`src/sv/assert_macros.svh`:
```
// assertion helpers for the transform composer top level
// no dependencies; included by transform_matrix_compose.sv to check its own logic
`ifndef ASSERT_MACROS_SVH
`define ASSERT_MACROS_SVH
// property that holds at every clock edge outside reset
`define TMC_ASSERT(lbl, clk, rst_n, prop) \
	lbl: assert property (@(posedge clk) disable iff (!rst_n) (prop)) \
	else $error("tmc assertion failed");
// property checked in the cycle after its trigger
`define TMC_ASSERT_NEXT(lbl, clk, rst_n, pre, post) \
	lbl: assert property (@(posedge clk) disable iff (!rst_n) (pre) |=> (post)) \
	else $error("tmc assertion failed");
`endif

```
`src/sv/tmc_pkg.sv`:
```
// types, constants and tables for the transform matrix composer
// no dependencies; imported by every module of the block
`timescale 1ns / 1ps
package tmc_pkg;

	localparam int FRAC_BITS_DEF = 16;
	localparam int QDEPTH = 2;
	localparam int CORDIC_STEPS = 28;

	localparam logic signed [31:0] INT32_MAX = 32'sh7fffffff;
	localparam logic signed [31:0] INT32_MIN = 32'sh80000000;

	// angle constants in Q32
	localparam logic [35:0] TWO_PI_Q32 = 36'h6487ED511;
	localparam logic [35:0] PI_Q32 = 36'h3243F6A88;
	localparam logic [35:0] HALF_PI_Q32 = 36'h1921FB544;
	localparam logic signed [33:0] CORDIC_GAIN_Q30 = 34'sd652032874;

	typedef enum logic [2:0] {
		ACT_IDENTITY = 3'd0,
		ACT_ROTX = 3'd1,
		ACT_ROTY = 3'd2,
		ACT_ROTZ = 3'd3,
		ACT_TRANSLATE = 3'd4,
		ACT_SCALE = 3'd5,
		ACT_ORTHO = 3'd6,
		ACT_PERSP = 3'd7
	} action_e;

	typedef struct packed {
		logic [2:0] action;
		logic signed [31:0] angle;
		logic signed [31:0] arg_x;
		logic signed [31:0] arg_y;
		logic signed [31:0] arg_z;
		logic signed [31:0] view_width;
		logic signed [31:0] view_height;
		logic signed [31:0] near_plane;
		logic signed [31:0] far_plane;
	} cmd_in_t;

	typedef struct packed {
		logic [3:0] element_index;
		logic signed [31:0] element_value;
		logic divide_error;
		logic last_element;
	} res_out_t;

	// queued request with its class
	typedef struct packed {
		cmd_in_t args;
		logic use_trig;
		logic use_div;
	} cmd_t;

	typedef enum logic [2:0] {
		BK_IDLE,
		BK_TRIG,
		BK_DIVGO,
		BK_DIV,
		BK_MUL,
		BK_EMIT
	} back_state_e;

	typedef enum logic [2:0] {
		SC_IDLE,
		SC_RED,
		SC_FOLD,
		SC_ITER,
		SC_DONE
	} sc_state_e;

	typedef enum logic [1:0] {
		DV_IDLE,
		DV_RUN,
		DV_DONE
	} dv_state_e;

	// arctangent of 2^-i in Q30
	function automatic logic signed [33:0] atan_q30(input logic [4:0] i);
		logic signed [33:0] a;
		case (i)
			5'd0: a = 34'sd843314857;
			5'd1: a = 34'sd497837829;
			5'd2: a = 34'sd263043837;
			5'd3: a = 34'sd133525159;
			5'd4: a = 34'sd67021687;
			5'd5: a = 34'sd33543516;
			5'd6: a = 34'sd16775851;
			5'd7: a = 34'sd8388437;
			5'd8: a = 34'sd4194283;
			5'd9: a = 34'sd2097149;
			default: a = 34'sd1 <<< (5'd30 - i);
		endcase
		return a;
	endfunction

endpackage

```
`src/sv/tmc_front.sv`:
```
// front end: takes requests, classifies them and queues them for the back end
// depends on tmc_pkg
`timescale 1ns / 1ps
module tmc_front (
	input logic clk,
	input logic arst_n,
	input logic cmd_valid,
	output logic cmd_ready,
	input tmc_pkg::cmd_in_t cmd,
	output logic q_valid,
	input logic q_pop,
	output tmc_pkg::cmd_t q_head
);
	import tmc_pkg::*;

	localparam int PW = (QDEPTH > 1) ? $clog2(QDEPTH) : 1;

	cmd_t fifo_q [QDEPTH];
	logic [PW-1:0] wr_ptr_q;
	logic [PW-1:0] rd_ptr_q;
	logic [PW:0] count_q;
	cmd_t entry;
	logic push;

	// classify by the unit the request needs
	always_comb begin
		entry.args = cmd;
		entry.use_trig = cmd.action inside {ACT_ROTX, ACT_ROTY, ACT_ROTZ};
		entry.use_div = cmd.action inside {ACT_ORTHO, ACT_PERSP};
	end

	assign cmd_ready = (count_q != (PW + 1)'(QDEPTH));
	assign push = cmd_valid && cmd_ready;
	assign q_valid = (count_q != '0);
	assign q_head = fifo_q[rd_ptr_q];

	// queue pointers and fill count
	always_ff @(posedge clk or negedge arst_n) begin
		if (!arst_n) begin
			wr_ptr_q <= '0;
			rd_ptr_q <= '0;
			count_q <= '0;
		end else begin
			if (push) begin
				wr_ptr_q <= (wr_ptr_q == PW'(QDEPTH - 1)) ? '0 : wr_ptr_q + 1'b1;
			end
			if (q_pop && q_valid) begin
				rd_ptr_q <= (rd_ptr_q == PW'(QDEPTH - 1)) ? '0 : rd_ptr_q + 1'b1;
			end
			if (push && !(q_pop && q_valid)) begin
				count_q <= count_q + 1'b1;
			end else if (!push && q_pop && q_valid) begin
				count_q <= count_q - 1'b1;
			end
		end
	end

	// queue storage
	always_ff @(posedge clk) begin
		if (push) begin
			fifo_q[wr_ptr_q] <= entry;
		end
	end

endmodule

```
`config.mk`:
```
export PLATFORM = sky130hd
export DESIGN_NAME = tmc_front
export DESIGN_NICKNAME = d
export VERILOG_FILES = /design/src/sv/assert_macros.svh /design/src/sv/tmc_pkg.sv /design/src/sv/tmc_front.sv
export SDC_FILE = /design/constraint.sdc
export NUM_CORES = 1
export LEC_CHECK = 0
export BUFFER_PORTS_ARGS = -buffer_cell sky130_fd_sc_hd__buf_2
export CORE_MARGIN = 2
export CORE_UTILIZATION = 40
export CTS_CLUSTER_DIAMETER = 150
export DETAILED_ROUTE_END_ITERATION = 6
export PLACE_DENSITY_LB_ADDON = 0.08
export SLEW_MARGIN = 30
export SYNTH_ARGS = -nofsm -noshare
export SYNTH_HDL_FRONTEND = slang
export SYNTH_SLANG_ARGS = --single-unit
```
`constraint.sdc`:
```
create_clock -name clk -period 30.6 [get_ports clk]
set_clock_uncertainty 0.2 [all_clocks]
set_input_delay 7.65 -clock clk [delete_from_list [all_inputs] [get_ports clk]]
set_output_delay 7.65 -clock clk [all_outputs]
set_load 0.01 [all_outputs]
```
==> impl_metrics.yaml, run 1 <==
setup_path:
  crit_cells: 4
  critPathTopFamily: "buffers and inverters"
  path_max_fanout: 53
  required_ps: 22750
  crit_start: "rd_ptr_q"
  worst_ep_arrival_time_ps: 3580
  reg2reg_from: "count_q[0]"
  reg2regPathDepth: 5
  crit_buf_inv: 3
  worstSetupPathType: "reg -> out"
  crit_path_end_kind: "primary output"
  critical_path.most_common_cell: "buf_4"
  worstSetupStartpointType: "flop"
  slowest_delay_ps: 860
  crit_chain: "buf_4 > buf_4 > mux2_2 > buf_2"
  crit_slowest_cell: "buf_4"
final_layout:
  utilization_pct: 50.9
  nets: 1665
  layout-drive-gt1-share_pct: 60.0
  finalInstanceArea_mm2: 0.0249
  syn2layout_area_growth_pct: 25.8
job:
  drv_cap: 0
timing:
  slew_viol_final: 0
  final.setup.worst_slack_ps: 19170
  slew_headroom_pct: 35.5
  rsz0062_at_grt: "no"
  setup-tns-final_ps: 0
  fin_hold_ws_ps: 349
  finalCritPeriodShare_pct: 37.3
  hold_violations: 0
  fmax_ghz: 0.0875
  setup_viol: 0
  worst_pin_slew_ps: 967
  min_period_ps: 11430
clock_network:
  cts_setup_buffers: 0
  htree_levels: 2
  root_buffer: "clkbuf_16"
  tritoncts: "built"
  cts_buffers: 55
  clock_latency_ps: 580
  cts.sinks: 526
  clockBufferDepth: 3
  cts_hold_buffers: 0
  post_cts_resized: 0
  path_clk_slew_ps: 60
floorplan:
  dieArea_mm2: 0.0512
  chipWidth_um: 226
  io_pins: 526
  start_util_pct: 40.5
  dieHeight_um: 226
  core_mm2: 0.0488
  rows: 81
synth:
  syn_avg_cell_area_um2: 23.7
  ys_warn_count: 0
  synth_top_cell_by_area: "edfxtp_1"
  synth_seq_cells: 526
  synth.distinct_cells: 20
  syn-cell-area_mm2: 0.0198
  ys_seq_area_share_pct: 79.8
  yosys.cell_count.top_type: "edfxtp_1"
  synth_edf_count: 522
  netlist_top_cells_count: "edfxtp_1 (522), mux2_4 (180), mux2_2 (81)"
  synthCells: 836
  synth_top_cell_area_share_pct: 79.2
  syn_nets: 1099
  ys.flop_type: "edfxtp_1"
  synth_async_sr_flop_share_pct: 0.760
  synth_area_leaders: "edfxtp_1 (79%), mux2_4 (14%), mux2_2 (4.6%)"
power_and_ir_drop:
  max-vdd-ir-drop_uv: 50.0
  p_per_area_mw_per_mm2: 94.5
  leakage_uw: 0.00974
global_route:
  antenna_found_initial: 19
  grt_max_degree: 111
  grt_use_total_pct: 16.9
  first_global_vias: 10000
  grt_pass1_wl_um: 62700
  overflow: 0
routing:
  wl_per_cell_um: 21.3
  viasPerCell: 4.63
  ant_nets: 0
  drc: 0
  vias: 9843
  wl_um: 45300
  drt_first_iter_violations: 463
  first_pass_iters: 4
placement:
  gp_congestion: 0.815
  portBuffers: 525
  place_area_mm2: 0.0232
  dp_slack_ps: 19730
  dpl.hpwl_um: 31400
min_path:
  min-delay-start: "wr_ptr_q"
  holdPathStages: 1
  hold_path_class: "reg -> reg"
run_status:
  outcome: "finished, final reports clean"
-- per-stage QoR --
stage | cells | power, µW
after floorplan | 836 | 1540
after global placement | 2005 | 1750
after detailed placement | 2009 | 1760
after CTS | 2112 | 2390
after global routing | 2118 | 2460
final | 2124 | 2350
-- logic make-up after synthesis --
family                 Yosys count  synth area share [%]
AO/OA/AOI/OAI                    6                 0.177
XOR/XNOR                         2                0.0886
buffers and inverters           30                  1.42
flip-flops                     526                  79.8
multiplexers                   261                  18.3
AND/OR/NAND/NOR                 11                 0.291
-- where the power goes --
part	leakage (µW)	switching [µW]	internal (µW)
Clock	0.000815	259	365
Sequential	0.00493	40.7	959
Combinational	0.00400	379	348
Total	0.00974	679	1670
-- final timing paths --
path                             endpoint  slack [ps]
max reg2reg                fifo_q[1][195]       27300
min                              wr_ptr_q         350
min reg2reg                      wr_ptr_q         350
max                            q_head[16]       19170
max in group asynchronous        rd_ptr_q       23400
min in group asynchronous      count_q[0]        6660
-- layer usage --
layer,track usage [%],routed length [µm],vias up,share of wire [%]
met5,0,93,-,0.21
met2,28.9,23100,330,51
met3,7.13,4300,83,9.5
li1,-,-,4506,-
met4,6.79,1300,14,2.9
met1,18.6,16500,4910,36
-- worst reg2reg max path: cells and delay by family (launching register included) --
kind | cells | cell delay (ps)
buffers and inverters | 3 | 1610
AND/OR/NAND/NOR | 2 | 740
flip-flops | 1 | 400
-- flip-flops by register name, indices dropped and copies added (netlist names) --
name	flops
wr_ptr_q	1
rd_ptr_q	1
fifo_q	522
count_q	2
-- cells in the final DEF, fill, tap and decap left out, types with 2 or more instances in the layout --
cell type	n
a21oi_1	2
buf_12	2
buf_16	3
buf_2	525
buf_4	6
buf_6	2
bufinv_16	3
clkbuf_1	20
clkbuf_16	57
clkinv_1	17
clkinv_2	5
dfrtp_1	3
diode_2	12
edfxtp_1	522
mux2_2	81
mux2_4	180
nand2_1	2
nor2_1	2
o21ai_0	2
xnor2_1	2
-- final cells by class --
class,instances,area [µm²]
clock buffers,77,1500
flip-flops and latches,526,15800
multi-input cells,280,3740
fillers,4110,24000
diodes,12,30.0
inverters,1,3.75
well taps,664,831
repair buffers,538,2820
clock inverters,26,186
Power figures use the tool's default switching activity.
==> run 2, diff against run 1 <==
--- a/config.mk
+++ b/config.mk
@@ -5,6 +5,7 @@
 export SDC_FILE = /design/constraint.sdc
 export NUM_CORES = 1
 export LEC_CHECK = 0
+export ABC_AREA = 1
 export BUFFER_PORTS_ARGS = -buffer_cell sky130_fd_sc_hd__buf_2
 export CORE_MARGIN = 2
 export CORE_UTILIZATION = 40
==> constraint.sdc (replaced) <==
create_clock -name clk -period 11.2 [get_ports clk]
set_clock_uncertainty 0.2 [all_clocks]
set_input_delay 2.8 -clock clk [delete_from_list [all_inputs] [get_ports clk]]
set_output_delay 2.8 -clock clk [all_outputs]
set_load 0.01 [all_outputs]
==> run 2 against run 1 <==
Die area fell by 3.1%. Sequential cell count is the same. Clock power grew to 2.7 times the previous value. Sequential power rose to 2.8 times the previous value. Via count up 22%. Global-route usage rose by 2.1 points. Synthesized cell count up 67%. Combinational power grew to 2.6 times the previous value. Clock-buffer cell count shrank 4. Non-clock buffer count down 2. Total power grew to 2.7 times the previous value. Largest cell class unchanged.
==> impl_metrics.yaml, run 2 <==
timing:
  slew_headroom_pct: 38.0
  worst_pin_slew_ps: 930
  finalCritPeriodShare_pct: 56.5
  rsz0062_at_grt: "no"
  min_period_ps: 6330
  fmax_ghz: 0.158
  fin_hold_ws_ps: 381
  hold_violations: 0
  setup_viol: 0
  slew_viol_final: 0
  setup-tns-final_ps: 0
setup_path:
  path_max_fanout: 71
  worstSetupPathType: "reg -> out"
  slowest_delay_ps: 860
  critPathTopFamily: "buffers and inverters"
  worst_ep_arrival_time_ps: 3330
  required_ps: 8200
  crit_buf_inv: 3
  r2r_setup_slack_ps: 8330
  crit_slowest_cell: "dfrtp_4"
  crit_path_end_kind: "primary output"
  worstSetupStartpointType: "flop"
  crit_chain: "buf_4 > buf_4 > nand2_1 > nand2_1 > buf_2"
final_layout:
  layout_common_cells: "nand2_1 (789), buf_2 (525), edfxtp_1 (522)"
  num-fill-cells: 4229
  layout-drive-gt1-share_pct: 31.0
  largestRegisters: "fifo_q x522, count_q x2"
  largest_register: "fifo_q"
  multiInputGateArea_mm2: 0.00305
  utilization_pct: 50.6
  layout_commonest_cell: "nand2_1"
  nets: 2195
  regArea_mm2: 0.0158
  finalInstanceArea_mm2: 0.0241
  syn2layout_area_growth_pct: 25.5
  largest_register_ffs: 522
synth:
  ys.flop_type: "edfxtp_1"
  syn_nets: 1660
  synth_edf_count: 522
  ys_seq_area_share_pct: 82.3
  netlist_top_cells_count: "nand2_1 (789), edfxtp_1 (522), buf_2 (29)"
  syn-cell-area_mm2: 0.0192
  synthCells: 1397
  ys_warn_count: 0
  synth_area_leaders: "edfxtp_1 (82%), nand2_1 (15%), buf_4 (0.78%)"
  syn_avg_cell_area_um2: 13.7
  synth_seq_cells: 526
  synth_top_cell_by_area: "edfxtp_1"
  synth_async_sr_flop_share_pct: 0.760
  synth_top_cell_area_share_pct: 81.8
  yosys.cell_count.top_type: "nand2_1"
  synth.distinct_cells: 12
floorplan:
  core_mm2: 0.0475
  start_util_pct: 40.3
  dieHeight_um: 223
  rows: 80
  io_pins: 526
  dieArea_mm2: 0.0497
  chipWidth_um: 223
run_status:
  outcome: "finished, final reports clean"
placement:
  dpl.hpwl_um: 30800
  place_area_mm2: 0.0224
  portBuffers: 525
  gp_congestion: 0.772
global_route:
  gr-max-usage-layer: "met2"
  grt_max_degree: 145
  grt_use_total_pct: 19.0
  grt_pass1_wl_um: 70600
  first_global_vias: 11800
  use_met1_pct: 22.1
  met2_usage_pct: 31.8
  use_met3_pct: 7.63
  antenna_found_initial: 23
  overflow: 0
clock_network:
  cts_setup_buffers: 0
  clockBufferDepth: 3
  post_cts_resized: 0
  clock_latency_ps: 580
  htree_levels: 2
  cts_hold_buffers: 0
  root_buffer: "clkbuf_16"
  cts_buffers: 54
  cts.sinks: 526
  tritoncts: "built"
  path_clk_slew_ps: 60
power_and_ir_drop:
  total_power_uw: 6350
  p_per_area_mw_per_mm2: 264
  max-vdd-ir-drop_uv: 173
  leakage_uw: 0.0103
routing:
  ant_nets: 0
  viasPerCell: 4.64
  vias: 12000
  wl_um: 48400
  drt_first_iter_violations: 768
  wl_per_cell_um: 18.6
  first_pass_iters: 7
  drc: 0
job:
  drv_cap: 0
min_path:
  hold_path_class: "reg -> reg"
-- run 2: cell types whose count changed in the layout (fill, tap and decap cells not counted), moves of 2 or more --
cell      change
diode_2       -4
mux2_4      -180
mux2_2       -81
xnor2_1       -2
nand2_1     +787
clkbuf_1      -4
buf_16        -3
clkinv_1      -8
clkinv_2      +6
buf_6         +2
nor2_1        +6
inv_1         +5
nand3_1       +3
-- run 2: cells by family (layout without fill, tap and decap cells) --
family | count (synthesis) | after routing | synth area share (%)
and+or+nand+nor | 802 | 802 | 15.7
other | 0 | 8 | 0
AOI/OAI and AO/OA | 5 | 5 | 0.131
buffers and inverters | 64 | 640 | 1.83
DFF | 526 | 526 | 82.3
-- run 2: tightest hold or removal path: cells and delay by family, from the launching register on --
family,cells,cell delay (ps)
flip-flops,1,400
AO/OA/AOI/OAI,1,60
AND/OR/NAND/NOR,1,80
-- run 2: final timing paths --
kind | from | to | cells past startpoint
setup / recovery | rd_ptr_q | q_head[219] | 5
hold / removal | wr_ptr_q | wr_ptr_q | 2
setup reg to reg | count_q[0] | fifo_q[0][176] | 6
hold reg to reg | wr_ptr_q | wr_ptr_q | 2
max in group asynchronous | arst_n | rd_ptr_q | 1
min in group asynchronous | arst_n | rd_ptr_q | 1
-- run 2: cell type report --
class / count / area share, %
timing repair buffer: 536 / 11.4
clock buffer: 73 / 6.18
clock inverter: 24 / 0.681
tap: 615 / 3.20
antenna: 8 / 0.0832
multi-input combinational: 807 / 12.7
inverter: 7 / 0.140
sequential: 526 / 65.6
-- run 2: report_power, final --
| part | internal (µW) | leakage, µW | switching [µW] |
|---|---|---|---|
| Combinational | 570 | 0.00456 | 1330 |
| Clock | 970 | 0.000807 | 714 |
| Sequential | 2650 | 0.00492 | 118 |
-- run 2: routing by layer --
layer | part of all wire [%] | routed length, µm | vias up
li1 | - | - | 5810
met1 | 38 | 18600 | 5724
met2 | 49 | 23800 | 373
met3 | 9.3 | 4500 | 97
met4 | 2.7 | 1300 | 30
met5 | 0.41 | 197 | -
-- run 2: per-stage QoR --
| stage | setup slack, ps | instances |
|---|---|---|
| after global routing | 4570 | 2593 |
| after detailed placement | 5440 | 2491 |
| after CTS | 4780 | 2588 |
| after global placement | 5300 | 2491 |
| final | 4870 | 2596 |
| after floorplan | 828 | 1397 |
==> run 3, diff against run 2 <==
==> constraint.sdc (replaced) <==
create_clock -name clk -period 5.2 [get_ports clk]
set_clock_uncertainty 0.2 [all_clocks]
set_input_delay 1.3 -clock clk [delete_from_list [all_inputs] [get_ports clk]]
set_output_delay 1.3 -clock clk [all_outputs]
set_load 0.01 [all_outputs]
==> run 3 against run 2 <==
Register-to-register slack worse by 5700 ps. Utilization up 0.45 points. Worst setup slack worse by 4000 ps. Global-route usage about the same. Routed wire length up 0.69%. Sequential share of layout area down 0.58 points. Largest power group unchanged.
==> impl_metrics.yaml, run 3 (synthesis results as in run 2) <==
timing:
  worst_pin_slew_ps: 904
  slew_headroom_pct: 39.6
  slew_viol_final: 0
  hold_violations: 0
  final.setup.worst_slack_ps: 920
  finalCritPeriodShare_pct: 82.3
  rsz0062_at_grt: "no"
  setup-tns-final_ps: 0
  min_period_ps: 4280
  fmax_ghz: 0.234
  setup_viol: 0
job:
  drv_cap: 0
routing:
  ant_nets: 0
  wl_um: 48700
  vias: 12100
  drt_first_iter_violations: 723
  drc: 0
  wl_per_cell_um: 18.6
  viasPerCell: 4.62
  first_pass_iters: 7
setup_path:
  reg2reg_from: "count_q[0]"
  worstSetupStartpointType: "flop"
  required_ps: 3700
  path_max_fanout: 95
  crit_start: "rd_ptr_q"
  crit_path_end_kind: "primary output"
  worst_ep_arrival_time_ps: 2780
  worstSetupPathType: "reg -> out"
floorplan:
  start_util_pct: 40.3
  dieHeight_um: 223
  core_mm2: 0.0475
  dieArea_mm2: 0.0497
  chipWidth_um: 223
  rows: 80
  io_pins: 526
clock_network:
  cts_buffers: 55
  cts_hold_buffers: 0
  root_buffer: "clkbuf_16"
  clockBufferDepth: 3
  path_clk_slew_ps: 60
  post_cts_resized: 0
  clock_latency_ps: 570
  tritoncts: "built"
  cts.sinks: 526
  cts_setup_buffers: 0
  htree_levels: 2
power_and_ir_drop:
  p_per_area_mw_per_mm2: 570
  pwr-share-clk_pct: 27.1
  leakage_uw: 0.0104
  p_comb_share_pct: 29.9
  p_int_uw: 9150
  power.switching_uw: 4690
  seqPwrFrac_pct: 43.0
  sw_frac_of_total_pct: 33.9
  max-vdd-ir-drop_uv: 328
final_layout:
  layout_common_cells: "nand2_1 (788), buf_2 (525), edfxtp_1 (522)"
  nets: 2203
  syn2layout_area_growth_pct: 26.6
  finalInstanceArea_mm2: 0.0243
  layout-drive-gt1-share_pct: 31.7
  fin_cells: 2611
  largest_register_ffs: 522
  largest_register: "fifo_q"
  largestRegisters: "fifo_q x522, count_q x2"
  layout_commonest_cell: "nand2_1"
global_route:
  first_global_vias: 11700
  grt_max_degree: 137
  antenna_found_initial: 21
  grt_pass1_wl_um: 70700
  grt_use_total_pct: 19.0
  overflow: 0
min_path:
  hold_path_class: "in -> async"
placement:
  portBuffers: 525
  gp_congestion: 0.767
  placed_cells: 2498
  place_area_mm2: 0.0225
  dp_slack_ps: 1480
  dpl.hpwl_um: 31900
run_status:
  outcome: "finished, final reports clean"
==> run 3: changes by cell type in the layout (fill, tap and decap cells not counted), moves of 2 or more <==
cell	before	now
buf_12	2	7
buf_4	5	11
buf_6	4	0
clkbuf_1	16	10
clkbuf_8	0	6
clkinv_1	9	11
clkinv_2	11	13
diode_2	8	11
==> run 3: critical path, cell delays in order, from the launching register on <==
cell and delay, ps:
dfrtp_4 740, inv_8 560, buf_4 470, nand2_1 120, nand2_1 80, buf_2 130
==> run 3: power by group through the flow <==
stage / clock network (µW) / registers [µW] / logic (µW)
floorplan: 0 / 6060 / 2400
global placement: 0 / 6030 / 4250
detailed placement: 0 / 6040 / 4240
CTS: 3850 / 5960 / 4250
global route: 4000 / 6040 / 4590
finish: 3740 / 5950 / 4140
==> run 3: per-stage QoR <==
stage	power [µW]	hold slack [ps]	util [%]
3_5_place_dp	10300	364	47.3
3_3_place_gp	10300	349	47.3
4_1_cts	14100	278	51.0
5_1_grt	14600	289	51.0
6_report	13800	329	51.0
2_1_floorplan	8460	316	-
==> run 3: path summary, 6_finish.rpt <==
kind                                      end  slack (ps)  depth (start not counted)
worst min-delay path                 rd_ptr_q         330                          1
min in group clk                   count_q[1]         370                          1
max in group asynchronous            rd_ptr_q        4320                          1
worst max register to register  fifo_q[0][74]        2610                          5
worst max-delay path                q_head[1]         920                          5
worst min register to register     count_q[1]         370                          1
==> run 3: cell type report <==
class / instances / area [µm²]
tap: 615 / 769
fill: 4188 / 23300
sequential: 526 / 15800
antenna: 11 / 27.5
inverter: 7 / 33.8
clock inverter: 29 / 194
multi-input combinational: 807 / 3070
timing repair buffer: 543 / 2850
clock buffer: 73 / 1550
==> run 3: routing by layer <==
metal | vias up | GRT usage, % | wire length [µm]
li1 | 5841 | - | -
met1 | 5742 | 22.7 | 18800
met2 | 372 | 31.2 | 23800
met3 | 90 | 7.86 | 4640
met4 | 20 | 6.62 | 1310
met5 | - | 0 | 138
